## src/hdl/dra_pkg.sv

```systemverilog
`timescale 1ns / 1ps
// Package for the DMA ring sampler: command codes, register indexes,
// beat and status types. No dependencies.
package dra_pkg;

  localparam int SAMPLE_W = 11;
  localparam int DATA_W   = 32;
  localparam int IDX_W    = 8;

  localparam logic [DATA_W-1:0] BAD_REG_VALUE = 32'h0bad_a4ea;

  typedef enum logic [1:0] {
    CMD_READ   = 2'd0,
    CMD_WRITE  = 2'd1,
    CMD_SAMPLE = 2'd2,
    CMD_NONE   = 2'd3
  } cmd_t;

  typedef enum logic [2:0] {
    REG_DIV    = 3'd0,
    REG_PAGE1  = 3'd1,
    REG_PAGE2  = 3'd2,
    REG_PAGE3  = 3'd3,
    REG_PAGE4  = 3'd4,
    REG_READP  = 3'd5,
    REG_WRITEP = 3'd6,
    REG_CTRL   = 3'd7
  } reg_idx_t;

  typedef struct packed {
    cmd_t              command;
    logic [IDX_W-1:0]  reg_index;
    logic [DATA_W-1:0] write_data;
  } item_t;

  typedef struct packed {
    logic [DATA_W-1:0]   read_data;
    logic                dma_valid;
    logic [DATA_W-1:0]   dma_address;
    logic [SAMPLE_W-1:0] dma_sample;
    logic                irq_line;
  } result_t;

  typedef struct packed {
    logic active;
    logic overrun;
    logic irq_latched;
    logic irq_level;
  } status_t;

endpackage

```

## src/hdl/dra_core.sv

```systemverilog
`timescale 1ns / 1ps
// Register map, ring pointers, sawtooth and interrupt state; computes one
// result per enabled beat. Depends on dra_pkg.
module dra_core import dra_pkg::*; #(
  parameter int RING_ADDR_BITS = 12,
  parameter int PAGE_ADDR_BITS = 10,
  parameter int BURST_LEN      = 100,
  parameter int SAW_PERIOD     = 1111
) (
  input  logic    clk,
  input  logic    rst,
  input  logic    en,
  input  item_t   item,
  output result_t result,
  output status_t status
);

  localparam int BURST_W = $clog2(BURST_LEN + 1);
  localparam logic [BURST_W-1:0]  BURST_END = BURST_W'(BURST_LEN);
  localparam logic [SAMPLE_W:0]   SAW_END   = (SAMPLE_W + 1)'(SAW_PERIOD);
  localparam logic [DATA_W-1:0]   WORD_MASK = DATA_W'((64'd1 << PAGE_ADDR_BITS) - 64'd1);

  logic [DATA_W-1:0]         div_reg, div_reg_next;
  logic [DATA_W-1:0]         page [4];
  logic [DATA_W-1:0]         page_next [4];
  logic [DATA_W-1:0]         ctrl, ctrl_next;
  logic [RING_ADDR_BITS-1:0] rp, rp_next, wp, wp_next, wp_inc;
  logic                      overrun, overrun_next;
  logic                      irq_latched, irq_latched_next;
  logic                      irq_level, irq_level_next;
  logic                      active, active_next;
  logic [SAMPLE_W-1:0]       sample, sample_next;
  logic [SAMPLE_W:0]         sample_inc;
  logic [BURST_W-1:0]        burst, burst_next;
  logic [BURST_W:0]          burst_inc;
  logic [DATA_W-1:0]         wp_ext, word, base;
  logic [1:0]                page_sel;
  reg_idx_t                  ridx;

  assign wp_ext     = DATA_W'(wp);
  assign page_sel   = 2'((wp_ext >> PAGE_ADDR_BITS) & DATA_W'(3));
  assign word       = wp_ext & WORD_MASK;
  assign base       = page[page_sel];
  assign wp_inc     = wp + RING_ADDR_BITS'(1);
  assign sample_inc = {1'b0, sample} + (SAMPLE_W + 1)'(1);
  assign burst_inc  = {1'b0, burst} + (BURST_W + 1)'(1);
  assign ridx       = reg_idx_t'(item.reg_index[2:0]);

  always_comb begin
    div_reg_next     = div_reg;
    page_next        = page;
    ctrl_next        = ctrl;
    rp_next          = rp;
    wp_next          = wp;
    overrun_next     = overrun;
    irq_latched_next = irq_latched;
    irq_level_next   = irq_level;
    active_next      = active;
    sample_next      = sample;
    burst_next       = burst;
    result           = '0;
    unique case (item.command)
      CMD_READ: begin
        if (item.reg_index[IDX_W-1:3] != '0) begin
          result.read_data = BAD_REG_VALUE;
        end else begin
          unique case (ridx)
            REG_DIV:    result.read_data = div_reg;
            REG_PAGE1:  result.read_data = page[0];
            REG_PAGE2:  result.read_data = page[1];
            REG_PAGE3:  result.read_data = page[2];
            REG_PAGE4:  result.read_data = page[3];
            REG_READP:  result.read_data = {overrun, irq_latched,
                                            (DATA_W - 2 - RING_ADDR_BITS)'(0), rp};
            REG_WRITEP: result.read_data = wp_ext;
            REG_CTRL:   result.read_data = ctrl;
            default:    result.read_data = BAD_REG_VALUE;
          endcase
        end
      end
      CMD_WRITE: begin
        if (item.reg_index[IDX_W-1:3] == '0) begin
          unique case (ridx)
            REG_DIV: begin
              div_reg_next = item.write_data;
              active_next  = |item.write_data;
              rp_next      = '0;
              wp_next      = '0;
              overrun_next = 1'b0;
              burst_next   = '0;
            end
            REG_PAGE1: page_next[0] = item.write_data;
            REG_PAGE2: page_next[1] = item.write_data;
            REG_PAGE3: page_next[2] = item.write_data;
            REG_PAGE4: page_next[3] = item.write_data;
            REG_READP: rp_next = item.write_data[RING_ADDR_BITS-1:0];
            REG_WRITEP: ;
            REG_CTRL: begin
              ctrl_next      = item.write_data;
              irq_level_next = item.write_data[0] & irq_latched;
            end
            default: ;
          endcase
        end
      end
      CMD_SAMPLE: begin
        if (active) begin
          if (wp_inc == rp) begin
            overrun_next     = 1'b1;
            active_next      = 1'b0;
            burst_next       = '0;
            irq_latched_next = 1'b1;
            if (ctrl[0]) irq_level_next = 1'b1;
          end else if (!overrun) begin
            result.dma_valid   = 1'b1;
            result.dma_address = base + (word << 2);
            result.dma_sample  = sample;
            wp_next            = wp_inc;
            sample_next        = (sample_inc >= SAW_END) ? '0 : sample_inc[SAMPLE_W-1:0];
            if (burst_inc >= {1'b0, BURST_END}) begin
              burst_next       = '0;
              irq_latched_next = 1'b1;
              if (ctrl[0]) irq_level_next = 1'b1;
            end else begin
              burst_next = burst_inc[BURST_W-1:0];
            end
          end
        end
      end
      default: ;
    endcase
    result.irq_line = irq_level_next;
  end

  always_ff @(posedge clk) begin
    if (rst) begin
      div_reg     <= '0;
      page        <= '{default: '0};
      ctrl        <= '0;
      rp          <= '0;
      wp          <= '0;
      overrun     <= 1'b0;
      irq_latched <= 1'b0;
      irq_level   <= 1'b0;
      active      <= 1'b0;
      sample      <= '0;
      burst       <= '0;
    end else if (en) begin
      div_reg     <= div_reg_next;
      page        <= page_next;
      ctrl        <= ctrl_next;
      rp          <= rp_next;
      wp          <= wp_next;
      overrun     <= overrun_next;
      irq_latched <= irq_latched_next;
      irq_level   <= irq_level_next;
      active      <= active_next;
      sample      <= sample_next;
      burst       <= burst_next;
    end
  end

  assign status = '{active: active, overrun: overrun,
                    irq_latched: irq_latched, irq_level: irq_level};

endmodule

```

## src/hdl/dma_ring_adc_controller.sv

```systemverilog
`timescale 1ns / 1ps
// Top level of the DMA ring sampler: input beat register, core, result
// register. Depends on dra_pkg and dra_core.
//
//  channel | dir | handshake         | payload
//  s_*     | in  | s_tvalid/s_tready | s_tuser command, s_tdata index + data
//  m_*     | out | m_tvalid/m_tready | m_tuser dma_valid, m_tdata results
//
// One beat per clock unless m_tready stalls (input register, then result register).
// State updates as a beat moves from the input register into the result
// register, so beats are handled strictly in order.
// A stalled m_tready holds the result; one more beat can wait in the input
// register before s_tready drops.
// Synchronous reset clears the register map, pointers and interrupt state.
module dma_ring_adc_controller import dra_pkg::*; #(
  parameter int RING_ADDR_BITS = 12,
  parameter int PAGE_ADDR_BITS = 10,
  parameter int BURST_LEN      = 100,
  parameter int SAW_PERIOD     = 1111
) (
  input  logic        clk,
  input  logic        rst,
  input  logic        s_tvalid,
  output logic        s_tready,
  input  logic [39:0] s_tdata,   // reg_index[7:0], write_data[39:8]
  input  logic [1:0]  s_tuser,   // command[1:0]
  output logic        m_tvalid,
  input  logic        m_tready,
  output logic [79:0] m_tdata,   // read_data[31:0], dma_address[63:32],
                                 // dma_sample[74:64], irq_line[75], zero[79:76]
  output logic        m_tuser    // dma_valid
);

  item_t   item;
  logic    item_valid;
  logic    advance;
  result_t result, result_reg;
  status_t status;

  assign advance  = item_valid && (!m_tvalid || m_tready);
  assign s_tready = !item_valid || advance;

  always_ff @(posedge clk) begin
    if (rst) begin
      item_valid <= 1'b0;
    end else if (s_tready) begin
      item_valid <= s_tvalid;
    end
  end

  always_ff @(posedge clk) begin
    if (s_tvalid && s_tready) begin
      item.command    <= cmd_t'(s_tuser);
      item.reg_index  <= s_tdata[7:0];
      item.write_data <= s_tdata[39:8];
    end
  end

  dra_core #(
    .RING_ADDR_BITS(RING_ADDR_BITS),
    .PAGE_ADDR_BITS(PAGE_ADDR_BITS),
    .BURST_LEN     (BURST_LEN),
    .SAW_PERIOD    (SAW_PERIOD)
  ) u_core (
    .clk   (clk),
    .rst   (rst),
    .en    (advance),
    .item  (item),
    .result(result),
    .status(status)
  );

  always_ff @(posedge clk) begin
    if (rst) begin
      m_tvalid <= 1'b0;
    end else if (advance) begin
      m_tvalid <= 1'b1;
    end else if (m_tready) begin
      m_tvalid <= 1'b0;
    end
  end

  always_ff @(posedge clk) begin
    if (advance) begin
      result_reg <= result;
    end
  end

  assign m_tdata = {4'b0, result_reg.irq_line, result_reg.dma_sample,
                    result_reg.dma_address, result_reg.read_data};
  assign m_tuser = result_reg.dma_valid;

  a_no_active_overrun: assert property (@(posedge clk) disable iff (rst)
    !(status.active && status.overrun))
    else $error("sampling active while overrun is set");

  a_irq_needs_pending: assert property (@(posedge clk) disable iff (rst)
    status.irq_level |-> status.irq_latched)
    else $error("interrupt line high with nothing pending");

  a_dma_no_read_data: assert property (@(posedge clk) disable iff (rst)
    (m_tvalid && m_tuser) |-> (m_tdata[31:0] == '0))
    else $error("sample beat carries read data");

  a_advance_loads: assert property (@(posedge clk) disable iff (rst)
    advance |=> m_tvalid)
    else $error("result lost after core step");

endmodule
```

## config.mk

```make
export PLATFORM = sky130hd
export DESIGN_NAME = dma_ring_adc_controller
export DESIGN_NICKNAME = d
export VERILOG_FILES = /design/src/hdl/dra_pkg.sv /design/src/hdl/dra_core.sv /design/src/hdl/dma_ring_adc_controller.sv
export SDC_FILE = /design/constraint.sdc
export NUM_CORES = 1
export LEC_CHECK = 0
export BUFFER_PORTS_ARGS = -buffer_cell sky130_fd_sc_hd__buf_4
export CORE_ASPECT_RATIO = 0.6
export CORE_UTILIZATION = 35
export CTS_CLUSTER_DIAMETER = 100
export DETAILED_ROUTE_END_ITERATION = 8
export PLACE_DENSITY = 0.55
export RECOVER_POWER = 25
export SYNTH_ARGS = -nofsm -noshare
export SYNTH_HDL_FRONTEND = slang
export SYNTH_SLANG_ARGS = --single-unit
```

## constraint.sdc

```tcl
create_clock -name clk -period 13.8 [get_ports clk]
set_input_delay 4.14 -clock clk [delete_from_list [all_inputs] [get_ports clk]]
set_output_delay 4.14 -clock clk [all_outputs]
set_load 0.005 [all_outputs]
```

==> insert_results.sql <==
INSERT INTO impl_metrics (metric_group, metric, value, unit) VALUES
('layout', 'final_nets', '1963', ''),
('setup_path', 'critPathBufInv', '2', ''),
('layout', 'flip_flop_count_of_the_largest_register_after_layout', '128', ''),
('clocking', 'cts.sink_count', '359', ''),
('layout', 'design_area', '0.01957', 'mm^2'),
('placed_design', 'count_of_input_and_output_buffers', '124', ''),
('timing', 'grt_setup_unrepaired', 'false', ''),
('timing', 'timing.slew.headroom', '-303.9', '%'),
('placed_design', 'dp.final_hpwl', '36120', 'um'),
('setup_path', 'critical_path.startpoint', 'rst', ''),
('placed_design', 'placement.cell_area', '0.01844', 'mm^2'),
('placed_design', 'numPlacedInstances', '2501', ''),
('setup_path', 'reg2reg_slack', '6.43', 'ns'),
('run_status', 'run_status', 'complete, but fails checks', ''),
('route', 'drc', '12', ''),
('power', 'power_density', '113.9', 'mW/mm^2'),
('clocking', 'postCtsSetupRepairBufs', '0', ''),
('synth', 'synthesis.area_per_instance', '9.194', 'um^2'),
('clocking', 'cts_repair_resize_count', '0', ''),
('power', 'power.combinational.fraction', '4.5', '%'),
('route', 'route.detailed.wl_per_inst', '22.14', 'um'),
('timing', 'final-setup-viol-count', '0', ''),
('die', 'design.core.area', '0.04810', 'mm^2'),
('die', 'die_height', '173.5', 'um'),
('route', 'avgViaCountPerCell', '5.679', ''),
('setup_path', 'reg2reg_to', 'm_tdata[69]$_SDFFCE_PP0P_', ''),
('timing', 'fmax', '0.09888', 'GHz'),
('global_route', 'grt_usage', '22.44', '%'),
('route', 'wirelength', '56770', 'um'),
('clocking', 'clock_tree_from_tritoncts', 'yes', ''),
('route', 'drt_pass1_iterations', '9', ''),
('setup_path', 'crit_end', 'u_core.wp[0]$_SDFFE_PP0P_', ''),
('placed_design', 'place_congestion', '0.8732', ''),
('clocking', 'postCtsHoldBufs', '0', ''),
('clocking', 'clock_tree.root_cell', 'sky130_fd_sc_hd__clkbuf_16', ''),
('synth', 'share_of_synthesized_area_occupied_by_flip_flops_and_latches', '48.84', '%'),
('layout', 'antenna_cells', '0', ''),
('setup_path', 'critical_path.startpoint_type', 'primary input', ''),
('timing', 'period_share', '73.29', '%'),
('setup_path', 'critical_path.top_delay_family', 'buffers and inverters', ''),
('layout', 'area.sequential', '0.008379', 'mm^2'),
('setup_path', 'cp_slowest_stage_delay', '4.14', 'ns'),
('power', 'seq_power_share', '50.7', '%'),
('die', 'die_w', '287.8', 'um'),
('power', 'power.switching_fraction', '22.65', '%'),
('power', 'leakagePower', '6.715', 'nW'),
('setup_path', 'critical_path.max_fanout', '122', ''),
('power', 'internal-power', '1.723', 'mW'),
('die', 'io_pins', '129', ''),
('setup_path', 'crit_arrival', '10.52', 'ns'),
('run', 'maxCapViolations', '5', ''),
('layout', 'largest-register', 'u_core.page', ''),
('global_route', 'initial_antenna_violation_count', '1', ''),
('synth', 'netlist_area', '0.01716', 'mm^2'),
('global_route', 'grt_pass1_vias', '13520', ''),
('layout', 'fill_cells', '4761', ''),
('timing', 'final_max_slew_viol_count', '277', ''),
('timing', 'fin_tns_setup', '0', 'ns'),
('synth', 'postSynthRegisterBits', '359', ''),
('setup_path', 'path_depth', '5', ''),
('synth', 'synthCells', '1866', ''),
('die', 'floorplan.initialDensity', '35.67', '%'),
('setup_path', 'cp-end-kind', 'flop', ''),
('clocking', 'clkLatencyLatePin', '0.54', 'ns'),
('layout', 'multi_input_comb_area', '0.008064', 'mm^2'),
('run_status', 'violated_checks', 'DRC, capacitance limit, slew limit', ''),
('synth', 'ys.flop_type', 'sky130_fd_sc_hd__dfxtp_1', ''),
('setup_path', 'critPathRequiredTime', '14.21', 'ns'),
('clocking', 'cts_made_buffers', '35', ''),
('setup_path', 'worstReg2RegStart', 'u_core.wp[10]$_SDFFE_PP0P_', ''),
('timing', 'worst_slew_pin_slew', '6.059', 'ns');
worst min path at each step:
stage	start	end	slack, ns	cells past startpoint
5_1_grt	u_core.div_reg[16]$_SDFFE_PP0P_	u_core.div_reg[16]$_SDFFE_PP0P_	0.47	2
2_1_floorplan	u_core.ctrl[31]$_SDFFE_PP0P_	u_core.ctrl[31]$_SDFFE_PP0P_	0.43	2
3_5_place_dp	u_core.div_reg[12]$_SDFFE_PP0P_	u_core.div_reg[12]$_SDFFE_PP0P_	0.45	2
4_1_cts	u_core.ctrl[7]$_SDFFE_PP0P_	u_core.ctrl[7]$_SDFFE_PP0P_	0.46	2
6_report	u_core.ctrl[10]$_SDFFE_PP0P_	u_core.ctrl[10]$_SDFFE_PP0P_	0.45	2
3_3_place_gp	u_core.ctrl[7]$_SDFFE_PP0P_	u_core.ctrl[7]$_SDFFE_PP0P_	0.44	2
synth_stat cells (9+ instances only):
| cell | number |
|---|---|
| sky130_fd_sc_hd__nand2_1 | 451 |
| sky130_fd_sc_hd__ha_1 | 18 |
| sky130_fd_sc_hd__mux2i_1 | 22 |
| sky130_fd_sc_hd__nor2b_1 | 12 |
| sky130_fd_sc_hd__nor4_1 | 12 |
| sky130_fd_sc_hd__mux2_2 | 10 |
| sky130_fd_sc_hd__edfxtp_1 | 119 |
| sky130_fd_sc_hd__buf_1 | 10 |
| sky130_fd_sc_hd__xnor2_1 | 24 |
| sky130_fd_sc_hd__dfxtp_1 | 240 |
| sky130_fd_sc_hd__buf_2 | 24 |
| sky130_fd_sc_hd__and2_1 | 39 |
| sky130_fd_sc_hd__mux4_2 | 45 |
| sky130_fd_sc_hd__a21o_1 | 10 |
| sky130_fd_sc_hd__o21ai_0 | 24 |
| sky130_fd_sc_hd__buf_4 | 14 |
| sky130_fd_sc_hd__xor2_1 | 18 |
| sky130_fd_sc_hd__nor3_1 | 19 |
| sky130_fd_sc_hd__nor2_1 | 103 |
| sky130_fd_sc_hd__o211ai_1 | 10 |
| sky130_fd_sc_hd__and3_1 | 16 |
| sky130_fd_sc_hd__nand4_1 | 23 |
| sky130_fd_sc_hd__clkbuf_1 | 100 |
| sky130_fd_sc_hd__inv_1 | 29 |
| sky130_fd_sc_hd__a21oi_1 | 252 |
| sky130_fd_sc_hd__a221oi_1 | 41 |
| sky130_fd_sc_hd__a21boi_0 | 9 |
| sky130_fd_sc_hd__nand3_1 | 44 |
worst register-to-register path, delay by kind of cell (launching register included):
family                 cells  cell delay (ns)
AND/OR/NAND/NOR            5             2.05
buffers and inverters      3             4.14
multiplexers               1             0.25
flip-flops                 1             0.81
through the flow:
step                util [%]  hold slack (ns)
floorplan                  -           0.4329
global placement       38.33           0.4382
detailed placement     38.33           0.4464
CTS                    40.79           0.4554
global route           40.68           0.4698
finish                 40.68           0.4535
power by group through the flow:
stage               combinational (mW)  sequential [mW]  clock, mW
CTS                              0.101             1.13       1.02
finish                           0.101             1.13      0.997
global route                     0.107             1.13       1.06
detailed placement               0.101             1.15          0
global placement                0.0999             1.15          0
floorplan                       0.0540             1.14          0
cell type report:
type | count | share of cell area, %
multi-input cells | 1329 | 41.22
clock buffers | 58 | 5.781
flip-flops and latches | 359 | 42.83
repair buffers | 142 | 5.238
inverters | 31 | 0.5947
well taps | 640 | 4.093
clock inverters | 5 | 0.2494
cells in the final DEF, fill, tap and decap left out, drive strengths merged, types with 39 or more instances in the layout:
cell      n
nand3    45
clkbuf  107
edfxtp  119
buf      93
dfxtp   240
a221oi   42
mux4     45
nor2    104
nand2   452
a21oi   255
and2     39
metal layers:
| layer | vias to the layer above | GRT usage, % | part of all wire, % |
|---|---|---|---|
| li1 | 6660 | - | - |
| met1 | 7107 | 35.81 | 49 |
| met2 | 723 | 30.06 | 39 |
| met3 | 70 | 5.211 | 9.9 |
| met4 | 0 | 4.453 | 1.3 |
| met5 | - | 0 | 0 |
logic make-up after synthesis:
| logic type | synth area share, % |
|---|---|
| DFF | 48.84 |
| and+or+nand+nor | 19.58 |
| AOI/OAI and AO/OA | 15.56 |
| muxes | 7.848 |
| buffers and inverters | 4.529 |
| other | 0.02186 |
| xor gates and xnor gates | 2.144 |
| adders and majority gates | 1.488 |
(Power assumes the default switching activity.)
